File: src/rtl/sofc_pkg.sv
// ----------------------------------------------------------------------------
// sofc_pkg: shared types and constants of the observer feedback controller
// Sizes, fixed-point formats, sequencer operation codes and the command bundle.
// ----------------------------------------------------------------------------
`default_nettype none

package sofc_pkg;

    localparam int STATE_ORDER       = 4;
    localparam int MEASUREMENT_COUNT = 2;
    localparam int FRACTION_BITS     = 24;
    localparam int NORM_SHIFT        = 32 - FRACTION_BITS;
    localparam int COEF_COUNT        = STATE_ORDER * STATE_ORDER
                                       + STATE_ORDER * MEASUREMENT_COUNT + STATE_ORDER;
    localparam int B_BASE            = STATE_ORDER * STATE_ORDER;
    localparam int C_BASE            = B_BASE + STATE_ORDER * MEASUREMENT_COUNT;
    localparam int ROW_TERMS         = STATE_ORDER + MEASUREMENT_COUNT;

    localparam int ADDR_W = 5;
    localparam int SEL_W  = $clog2(STATE_ORDER);
    localparam int COL_W  = $clog2(ROW_TERMS);
    localparam int ACC_W  = 48;
    localparam int MUL_W  = 33;

    localparam int CFG_IDX_W  = 3;
    localparam int CFG_DATA_W = 32;

    localparam logic [CFG_IDX_W-1:0] CFG_ANGLE_ZERO     = 3'd0;
    localparam logic [CFG_IDX_W-1:0] CFG_ANGLE_SCALE    = 3'd1;
    localparam logic [CFG_IDX_W-1:0] CFG_POSITION_ZERO  = 3'd2;
    localparam logic [CFG_IDX_W-1:0] CFG_POSITION_SCALE = 3'd3;
    localparam logic [CFG_IDX_W-1:0] CFG_OUTPUT_GAIN    = 3'd4;

    localparam logic OPC_LOAD   = 1'b0;
    localparam logic OPC_SAMPLE = 1'b1;

    // +10.0 in Q8.24
    localparam logic signed [ACC_W-1:0] TEN = ACC_W'(10) <<< FRACTION_BITS;
    // floor(q/5) == (q*DIV5_MUL) >> DIV5_SHIFT for all 16-bit q
    localparam logic [15:0] DIV5_MUL   = 16'd52429;
    localparam int          DIV5_SHIFT = 18;

    typedef enum logic [3:0] {
        OP_NONE,
        OP_NORM,
        OP_MAC_X,
        OP_MAC_Y,
        OP_MAC_C,
        OP_GAIN_HI,
        OP_GAIN_LO,
        OP_SAT,
        OP_CODE1,
        OP_CODE2,
        OP_CODE3
    } dp_op_t;

    typedef struct packed {
        dp_op_t            op;
        logic [ADDR_W-1:0] addr;
        logic [SEL_W-1:0]  sel;
        logic [SEL_W-1:0]  row;
        logic              first;
        logic              last;
        logic              commit;
        logic              take_item;
        logic              load_out;
    } dp_cmd_t;

    function automatic logic signed [31:0] sat32(input logic signed [ACC_W-1:0] v);
        logic signed [ACC_W-1:0] hi;
        logic signed [ACC_W-1:0] lo;
        hi = ACC_W'(32'sh7FFF_FFFF);
        lo = -ACC_W'(64'sh8000_0000);
        if (v > hi) begin
            return 32'sh7FFF_FFFF;
        end else if (v < lo) begin
            return 32'sh8000_0000;
        end
        return v[31:0];
    endfunction

endpackage

`default_nettype wire

File: src/rtl/sofc_ctrl.sv
// ----------------------------------------------------------------------------
// sofc_ctrl: sequencer of the observer feedback controller
// Walks normalize, state update, output product, gain, clip and code steps; owns handshakes.
// ----------------------------------------------------------------------------
`default_nettype none

module sofc_ctrl (
    input  wire logic             aclk,
    input  wire logic             aresetn,
    input  wire logic             s_tvalid,
    input  wire logic             s_tuser,
    output logic                  s_tready,
    output logic                  m_tvalid,
    input  wire logic             m_tready,
    output sofc_pkg::dp_cmd_t     cmd
);

    typedef enum logic [3:0] {
        S_IDLE, S_NORM, S_STATE, S_BUB1, S_CMAC, S_BUB2, S_GHI, S_GLO,
        S_SAT, S_C1, S_C2, S_C3, S_DRAIN, S_OUT
    } state_t;

    state_t                         state_reg, state_next;
    logic [sofc_pkg::SEL_W-1:0]     row_reg, row_next;
    logic [sofc_pkg::COL_W-1:0]     col_reg, col_next;
    logic                           m_tvalid_reg, m_tvalid_next;
    logic                           out_free;
    logic                           accept;
    logic                           col_is_x;
    logic                           col_last;
    logic                           row_last;

    assign s_tready = (state_reg == S_IDLE);
    assign accept   = s_tvalid && s_tready;
    assign m_tvalid = m_tvalid_reg;
    assign out_free = !m_tvalid_reg || m_tready;
    assign col_is_x = (col_reg < sofc_pkg::COL_W'(sofc_pkg::STATE_ORDER));
    assign col_last = (col_reg == sofc_pkg::COL_W'(sofc_pkg::ROW_TERMS - 1));
    assign row_last = (row_reg == sofc_pkg::SEL_W'(sofc_pkg::STATE_ORDER - 1));

    always_comb begin
        cmd           = '0;
        cmd.op        = sofc_pkg::OP_NONE;
        cmd.take_item = accept;
        cmd.row       = row_reg;
        state_next    = state_reg;
        row_next      = row_reg;
        col_next      = col_reg;
        m_tvalid_next = m_tvalid_reg && !m_tready;
        unique case (state_reg)
            S_IDLE: begin
                row_next = '0;
                col_next = '0;
                if (accept && s_tuser == sofc_pkg::OPC_SAMPLE) begin
                    state_next = S_NORM;
                end
            end
            S_NORM: begin
                cmd.op  = sofc_pkg::OP_NORM;
                cmd.sel = sofc_pkg::SEL_W'(col_reg);
                if (col_reg == sofc_pkg::COL_W'(sofc_pkg::MEASUREMENT_COUNT - 1)) begin
                    col_next   = '0;
                    state_next = S_STATE;
                end else begin
                    col_next = col_reg + 1'b1;
                end
            end
            S_STATE: begin
                cmd.first = (col_reg == '0);
                cmd.last  = col_last;
                cmd.commit = col_last && row_last;
                if (col_is_x) begin
                    cmd.op   = sofc_pkg::OP_MAC_X;
                    cmd.sel  = sofc_pkg::SEL_W'(col_reg);
                    cmd.addr = sofc_pkg::ADDR_W'(row_reg * sofc_pkg::STATE_ORDER + col_reg);
                end else begin
                    cmd.op   = sofc_pkg::OP_MAC_Y;
                    cmd.sel  = sofc_pkg::SEL_W'(col_reg - sofc_pkg::STATE_ORDER);
                    cmd.addr = sofc_pkg::ADDR_W'(sofc_pkg::B_BASE
                               + row_reg * sofc_pkg::MEASUREMENT_COUNT
                               + col_reg - sofc_pkg::STATE_ORDER);
                end
                if (col_last) begin
                    col_next = '0;
                    if (row_last) begin
                        row_next   = '0;
                        state_next = S_BUB1;
                    end else begin
                        row_next = row_reg + 1'b1;
                    end
                end else begin
                    col_next = col_reg + 1'b1;
                end
            end
            S_BUB1: state_next = S_CMAC;
            S_CMAC: begin
                cmd.op    = sofc_pkg::OP_MAC_C;
                cmd.sel   = row_reg;
                cmd.first = (row_reg == '0);
                cmd.addr  = sofc_pkg::ADDR_W'(sofc_pkg::C_BASE + row_reg);
                if (row_last) begin
                    row_next   = '0;
                    state_next = S_BUB2;
                end else begin
                    row_next = row_reg + 1'b1;
                end
            end
            S_BUB2: state_next = S_GHI;
            S_GHI: begin
                cmd.op     = sofc_pkg::OP_GAIN_HI;
                state_next = S_GLO;
            end
            S_GLO: begin
                cmd.op     = sofc_pkg::OP_GAIN_LO;
                state_next = S_SAT;
            end
            S_SAT: begin
                cmd.op     = sofc_pkg::OP_SAT;
                state_next = S_C1;
            end
            S_C1: begin
                cmd.op     = sofc_pkg::OP_CODE1;
                state_next = S_C2;
            end
            S_C2: begin
                cmd.op     = sofc_pkg::OP_CODE2;
                state_next = S_C3;
            end
            S_C3: begin
                cmd.op     = sofc_pkg::OP_CODE3;
                state_next = S_DRAIN;
            end
            S_DRAIN: state_next = S_OUT;
            S_OUT: begin
                if (out_free) begin
                    cmd.load_out  = 1'b1;
                    m_tvalid_next = 1'b1;
                    state_next    = S_IDLE;
                end
            end
            default: state_next = S_IDLE;
        endcase
    end

    always_ff @(posedge aclk) begin
        if (!aresetn) begin
            state_reg    <= S_IDLE;
            row_reg      <= '0;
            col_reg      <= '0;
            m_tvalid_reg <= 1'b0;
        end else begin
            state_reg    <= state_next;
            row_reg      <= row_next;
            col_reg      <= col_next;
            m_tvalid_reg <= m_tvalid_next;
        end
    end

endmodule

`default_nettype wire

File: config.mk
export PLATFORM = sky130hd
export DESIGN_NAME = sofc_ctrl
export DESIGN_NICKNAME = d
export VERILOG_FILES = /design/src/rtl/sofc_pkg.sv /design/src/rtl/sofc_ctrl.sv
export SDC_FILE = /design/constraint.sdc
export NUM_CORES = 1
export LEC_CHECK = 0
export ABC_AREA = 0
export BUFFER_PORTS_ARGS = -buffer_cell sky130_fd_sc_hd__buf_2
export CORE_ASPECT_RATIO = 0.75
export CORE_MARGIN = 5
export CORE_UTILIZATION = 48
export DETAILED_ROUTE_END_ITERATION = 8
export PLACE_DENSITY = 0.75
export SETUP_SLACK_MARGIN = 0.1
export SYNTH_ARGS = -nofsm -noshare
export SYNTH_HDL_FRONTEND = slang
export SYNTH_SLANG_ARGS = --single-unit
File: constraint.sdc
create_clock -name aclk -period 2.1 [get_ports aclk]
set_input_delay 0.42 -clock aclk [delete_from_list [all_inputs] [get_ports aclk]]
set_output_delay 0.42 -clock aclk [all_outputs]
set_load 0.1 [all_outputs]
==> results of run 1 <==
synthesized netlist by cell type (all sizes together), types with 2 or more instances:
master,n
inv,6
or4b,3
mux2i,3
o32ai,2
nor2,14
clkbuf,6
a21o,2
dfxtp,10
nand2b,6
nand3,3
nand3b,5
nor4b,3
a211oi,6
a21oi,10
and2,3
nand2,11
o21ai,6
ha,7
buf,8
o211ai,3
o22ai,3
a21boi,2
cell families after synthesis:
kind of cell             count (synthesis)  share of synthesized area
AO/OA/AOI/OAI                           42                      0.287
adder cells (fa/ha/maj)                  7                     0.0833
buffers and inverters                   20                     0.0869
AND/OR/NAND/NOR                         55                      0.313
multiplexers                             4                     0.0393
flip-flops                              10                      0.190
metrics by stage:
stage                     hold WS, ps  std cells
after floorplan                   538        138
after global placement            515        185
after detailed placement          543        185
==> impl_metrics.env, run 1 <==
export IMPL_synth_area_leader_cell="dfxtp_1"
export IMPL_ys_types=46
export IMPL_synth_edf_count=0
export IMPL_yosysWarnings=0
export IMPL_dpl_cell_area_um2=1750
export IMPL_io_pins=25
export IMPL_stop_stage="clock tree synthesis (4_1_cts)"
export IMPL_cts_repair_resized=47
export IMPL_rows=14
export IMPL_synth_top_area_share=0.190
export IMPL_tool_error="[ERROR DPL-0038] Utilization greater than 100%, impossible to legalize"
export IMPL_synth_nets=150
export IMPL_syn_area_um2=1050
export IMPL_cts_made_buffers=3
export IMPL_clock_path_buffers=2
export IMPL_cts_setup_buffers=14
export IMPL_synth_area_top_cells="dfxtp_1 19%, ha_1 8.3%, nor2_1 5.0%"
export IMPL_status="aborted with a tool error"
export IMPL_initial_core_util=0.513
export IMPL_post_place_ws_ps=-11.4
export IMPL_async_reset_ff_frac=0
export IMPL_ys_seq_area_frac=0.190
export IMPL_hpwl_um=2700
export IMPL_clockRootBuffer="clkbuf_4"
export IMPL_ys_flop_type="dfxtp_1"
export IMPL_gp_congestion=0.861
export IMPL_cts_sinks=10
export IMPL_synth_seq_cells=10
export IMPL_holdBufCountCts=0
export IMPL_die_x_um=64.0
export IMPL_avgSynthCellArea_um2=7.62
export IMPL_dieHeight_um=50.5
export IMPL_io_buffers=24
export IMPL_synth_cells=138
export IMPL_htree_levels=1
==> inputs of run 2 (changes only) <==
CORE_AREA = 5 5 66 68   (was default)
CORE_ASPECT_RATIO = default   (was 0.75)
CORE_MARGIN = default   (was 5)
CORE_UTILIZATION = default   (was 48)
DIE_AREA = 0 0 71 73   (was default)
PLACE_DENSITY = default   (was 0.75)
PLACE_DENSITY_LB_ADDON = 0.15   (was default)
SETUP_SLACK_MARGIN = default   (was 0.1)
clock period = 2.73 ns   (was 2.1 ns; I/O delays follow)
==> impl_metrics.env, run 2 <==
export IMPL_ys_seq_area_frac=0.190
export IMPL_grt_max_degree=24
export IMPL_cp_required_ps=2180
export IMPL_instances_no_fill=211
export IMPL_htree_levels=1
export IMPL_grt_total_usage=0.126
export IMPL_r2r_start="state_reg[3]"
export IMPL_muxShareOfSynthArea=0.0393
export IMPL_ys_types=46
export IMPL_rsz0062_at_grt="no"
export IMPL_finalSetupViolations=0
export IMPL_cts_clk_slew_worst_paths_ps=50
export IMPL_crit_type="reg2out"
export IMPL_crit_start="row_reg[1]"
export IMPL_period_minus_slack_ps=2520
export IMPL_grt_pass1_vias=1033
export IMPL_p_per_area_nw_per_um2=833
export IMPL_gp_congestion=0.798
export IMPL_clk_latency_ps=240
export IMPL_synth_top_family_by_area="simple AND/OR/NAND/NOR gates"
export IMPL_final_antenna_net_count=0
export IMPL_finalClockSkew_ps=1.78
export IMPL_status="complete, no violations"
export IMPL_slew_headroom=0.621
export IMPL_grt_pass1_wl_um=5270
export IMPL_initial_core_util=0.277
export IMPL_synth_area_leader_cell="dfxtp_1"
export IMPL_dieHeight_um=73
export IMPL_cp_top_family="adder cells"
export IMPL_clockRootBuffer="clkbuf_8"
export IMPL_routed_wl_um=3090
export IMPL_netlist_top_cells_count="14 x nor2_1, 11 x nand2_1, 10 x a21oi_1, 10 x dfxtp_1, 7 x ha_1"
export IMPL_hp_start="row_reg[1]"
export IMPL_ys_flop_type="dfxtp_1"
export IMPL_leakage_nw=0.583
export IMPL_dpl_cell_count=207
export IMPL_syn_area_um2=1050
export IMPL_grt_overflow_total=0
export IMPL_final_cell_mix="15 x buf_2, 11 x nand2_1, 10 x nor2_1"
export IMPL_diodes=0
export IMPL_post_place_ws_ps=451
export IMPL_cp_max_fo=6
export IMPL_synth_nets=150
export IMPL_avgSynthCellArea_um2=7.62
export IMPL_clock_fmax_ghz=0.397
export IMPL_avgViaCountPerCell=5.20
export IMPL_critPathBufInv=4
export IMPL_async_reset_ff_frac=0
export IMPL_first_pass_iters=4
export IMPL_holdBufCountCts=0
export IMPL_cts_setup_buffers=0
export IMPL_largest_register_ffs=4
export IMPL_cp_arrival_ps=1970
export IMPL_syn2layout_area_growth_pct=45.6
export IMPL_antenna_found_initial=0
export IMPL_worstMarginPinSlew_ps=565
export IMPL_maxCapViolations=0
export IMPL_die_x_um=71
export IMPL_num_vias=1097
export IMPL_yosysWarnings=0
export IMPL_rows=23
export IMPL_wl_per_cell_um=14.6
export IMPL_worstHoldPathType="reg2reg"
export IMPL_clock_path_buffers=2
export IMPL_hold_viol_final=0
export IMPL_ir_drop_mv=0.509
export IMPL_coreArea_um2=3800
export IMPL_end_kind="output port"
export IMPL_cts_repair_resized=0
export IMPL_period_share=0.923
export IMPL_final_setup_worst_slack_ps=210
export IMPL_synth_most_common_cell="nor2_1"
export IMPL_worst_setup_path_start_kind="flop"
export IMPL_cts_tree="yes"
export IMPL_synth_seq_cells=10
export IMPL_io_pins=25
export IMPL_slowest_stage="dfxtp_4"
export IMPL_synth_area_top_cells="dfxtp_1 19%, ha_1 8.3%, nor2_1 5.0%"
export IMPL_synth_cells=138
export IMPL_cts_made_buffers=3
export IMPL_cts_sinks=10
export IMPL_dieArea_um2=5180
export IMPL_critPathMaxStageDelay_ps=370
export IMPL_synthAdderAreaFrac=0.0833
export IMPL_final_common_cell="buf_2"
export IMPL_io_buffers=24
export IMPL_fin_nets=174
export IMPL_synth_simple_area_share=0.313
export IMPL_synthXorXnorAreaFrac=0
export IMPL_hpwl_um=2300
export IMPL_synth_top_area_share=0.190
export IMPL_maxSlewViolCount=0
export IMPL_drc=0
export IMPL_fin_util=0.403
export IMPL_drive_above_1_share=0.391
export IMPL_synth_compound_area_share=0.287
export IMPL_cp_cell_sequence="inv_1 -> ha_1 -> inv_1 -> ha_1 -> inv_1 -> ha_1 -> nor2_1 -> a21oi_1 -> o21ai_2 -> buf_12"
export IMPL_synth_edf_count=0
export IMPL_dr_first_iter_drc_count=64
[run 2: cell counts after synthesis]
No cell type changed its count.
[run 2: worst paths after layout]
kind / cells after the start / endpoint / slack, ps
max: 10 / cmd[12] / 210
min: 2 / row_reg[1] / 540
max reg2reg: 5 / state_reg[0] / 890
min reg2reg: 2 / row_reg[1] / 540
[run 2: layout make-up]
type	count	area (µm²)
tap	50	62.6
sequential	10	205
clock buffer	4	55.1
multi-input combinational	108	862
timing repair buffer	33	323
fill	411	2270
inverter	6	22.5
[run 2: where the power goes]
part | switching [mW] | internal [mW] | total [mW]
logic | 0.613 | 0.269 | 0.882
clock network | 0.0590 | 0.127 | 0.186
registers | 0.0388 | 0.169 | 0.208
total | 0.711 | 0.564 | 1.28
[run 2: cells by family (layout without fill, tap and decap cells)]
| group | count (synthesis) | in the layout |
|---|---|---|
| multiplexers | 4 | 4 |
| flip-flops | 10 | 10 |
| buffers and inverters | 20 | 43 |
| AO/OA/AOI/OAI | 42 | 42 |
| adder cells (fa/ha/maj) | 7 | 7 |
| AND/OR/NAND/NOR | 55 | 55 |
[run 2: layer usage]
layer  global-route usage  up-vias  part of all wire
met4               0.0564        0             0.014
met1                0.172      522              0.47
met2                0.195       20              0.48
li1                     -      551                 -
met3               0.0207        4             0.035
met5                    0        -                 0
[run 2: metrics by stage]
| step | area, µm² | total power [mW] | hold slack [ps] | setup TNS, ps |
|---|---|---|---|---|
| floorplan | 1160 | 0.930 | 636 | -1560 |
| global placement | 1480 | 1.09 | 517 | 0 |
| detailed placement | 1480 | 1.10 | 526 | 0 |
| CTS | 1530 | 1.29 | 536 | 0 |
| global route | 1530 | 1.36 | 564 | 0 |
| finish | 1530 | 1.28 | 536 | 0 |
[run 2: worst register-to-register path, stage by stage, from the launching register on]
cell	delay (ps)
dfxtp_1	320
buf_4	230
nor4b_2	530
a21oi_1	160
o221ai_1	300
mux2i_1	230
Power figures use the tool's default switching activity.
==> inputs of run 3 (changes only) <==
CELL_PAD_IN_SITES_DETAIL_PLACEMENT = 0   (was default)
CELL_PAD_IN_SITES_GLOBAL_PLACEMENT = 1   (was default)
GPL_TIMING_DRIVEN = 0   (was default)
==> impl_metrics.env, run 3 (synthesized netlist as in run 2, its figures left out) <==
export IMPL_status="complete, no violations"
export IMPL_die_x_um=71
export IMPL_drive_above_1_share=0.383
export IMPL_final_common_cell="buf_2"
export IMPL_grt_pass1_wl_um=5390
export IMPL_dpl_cell_count=212
export IMPL_post_place_ws_ps=-141
export IMPL_crit_type="reg2out"
export IMPL_period_minus_slack_ps=2650
export IMPL_coreArea_um2=3800
export IMPL_grt_overflow_total=0
export IMPL_instances_no_fill=217
export IMPL_routed_wl_um=3260
export IMPL_grt_total_usage=0.128
export IMPL_syn2layout_area_growth_pct=37.7
export IMPL_diodes=0
export IMPL_largest_register_ffs=4
export IMPL_clock_fmax_ghz=0.378
export IMPL_final_setup_worst_slack_ps=85.0
export IMPL_cp_top_family="buffers and inverters"
export IMPL_slowest_stage="or4b_1"
export IMPL_leakage_nw=0.567
export IMPL_antenna_found_initial=0
export IMPL_critPathMaxStageDelay_ps=460
export IMPL_cts_clk_slew_worst_paths_ps=60
export IMPL_finalClockSkew_ps=4.93
export IMPL_p_total_mw=1.24
export IMPL_first_pass_iters=4
export IMPL_grt_pass1_vias=1125
export IMPL_ir_drop_mv=0.611
export IMPL_rows=23
export IMPL_critPathBufInv=3
export IMPL_cp_max_fo=10
export IMPL_fin_nets=180
export IMPL_worst_setup_path_start_kind="flop"
export IMPL_clk_latency_ps=240
export IMPL_grt_max_degree=11
export IMPL_drc=0
export IMPL_num_vias=1124
export IMPL_htree_levels=1
export IMPL_rsz0062_at_grt="yes"
export IMPL_cp_cell_sequence="buf_2 -> or4b_1 -> buf_2 -> nor2_4 -> and2_4 -> buf_2"
export IMPL_io_buffers=24
export IMPL_cts_made_buffers=3
export IMPL_dieHeight_um=73
export IMPL_hold_viol_final=0
export IMPL_clock_path_buffers=2
export IMPL_avgViaCountPerCell=5.18
export IMPL_worstHoldPathType="reg2reg"
export IMPL_period_share=0.969
export IMPL_fin_tns_setup_ps=0
export IMPL_slew_headroom=0.550
export IMPL_maxSlewViolCount=0
export IMPL_final_cell_mix="23 x buf_2, 11 x nand2_1, 10 x nor2_1"
export IMPL_cts_sinks=10
export IMPL_cp_required_ps=2180
export IMPL_initial_core_util=0.277
export IMPL_wl_per_cell_um=15.0
export IMPL_gp_congestion=0.748
export IMPL_crit_top_cell="buf_2"
export IMPL_final_antenna_net_count=0
export IMPL_finalSetupViolations=0
export IMPL_cp_arrival_ps=2100
export IMPL_holdWs_ps=520
export IMPL_io_pins=25
export IMPL_end_kind="output port"
export IMPL_holdBufCountCts=0
export IMPL_maxCapViolations=0
export IMPL_cts_tree="yes"
export IMPL_n_fill_cell=438
export IMPL_clockRootBuffer="clkbuf_8"
export IMPL_dieArea_um2=5180
export IMPL_p_per_area_nw_per_um2=859
export IMPL_hpwl_um=2490
export IMPL_dr_first_iter_drc_count=25
export IMPL_worstMarginPinSlew_ps=674
export IMPL_rrSetupSlack_ps=920
run 3: cell types whose count changed in the layout (fill, tap and decap cells not counted), sizes merged:
cell,delta
buf,-3
clkbuf,+9
run 3: routing by layer:
layer  share of wire  track usage  up-vias
met5               0            0        -
met4          0.0058       0.0376        0
met3           0.041       0.0207        2
met2            0.49        0.226       20
met1            0.46        0.159      531
li1                -            -      571
run 3: stage by stage:
step	area [µm²]	util
final	1450	0.381
after global routing	1450	0.381
after CTS	1430	0.376
after detailed placement	1340	0.353
after global placement	1340	0.353
after floorplan	1160	-
run 3: path summary, 6_finish.rpt:
check | startpoint | endpoint | cells past startpoint
worst min register to register | row_reg[1] | row_reg[1] | 2
worst min-delay path | row_reg[1] | row_reg[1] | 2
worst max-delay path | state_reg[2] | cmd[2] | 6
worst max register to register | state_reg[2] | state_reg[0] | 5
run 3: area by class of cell:
cell class | instances | area [µm²] | area share
inverters | 6 | 22.5 | 0.0156
repair buffers | 25 | 168 | 0.116
plain buffers | 14 | 81.3 | 0.0562
multi-input cells | 108 | 862 | 0.596
clock buffers | 4 | 45.0 | 0.0311
flip-flops and latches | 10 | 206 | 0.143
well taps | 50 | 62.6 | 0.0432
run 3: where the power goes:
part	switching, mW	internal (mW)	total (mW)
Sequential	0.0286	0.169	0.197
Clock	0.0644	0.103	0.167
Combinational	0.630	0.248	0.879
Total	0.723	0.520	1.24
run 3: timing repair:
action | 4_1_cts | 5_1_grt
gates cloned | 0 | 0
endpoints found under the setup margin | 6 | 6
setup buffers | 1 | 0
gates resized for setup | 10 | 8
run 3: worst register-to-register path, cell delays in order, from the launching register on:
cell      delay [ps]
dfxtp_1          300
buf_2            180
nor4b_2          600
nor2_1           150
o221ai_1         300
mux2i_1          220
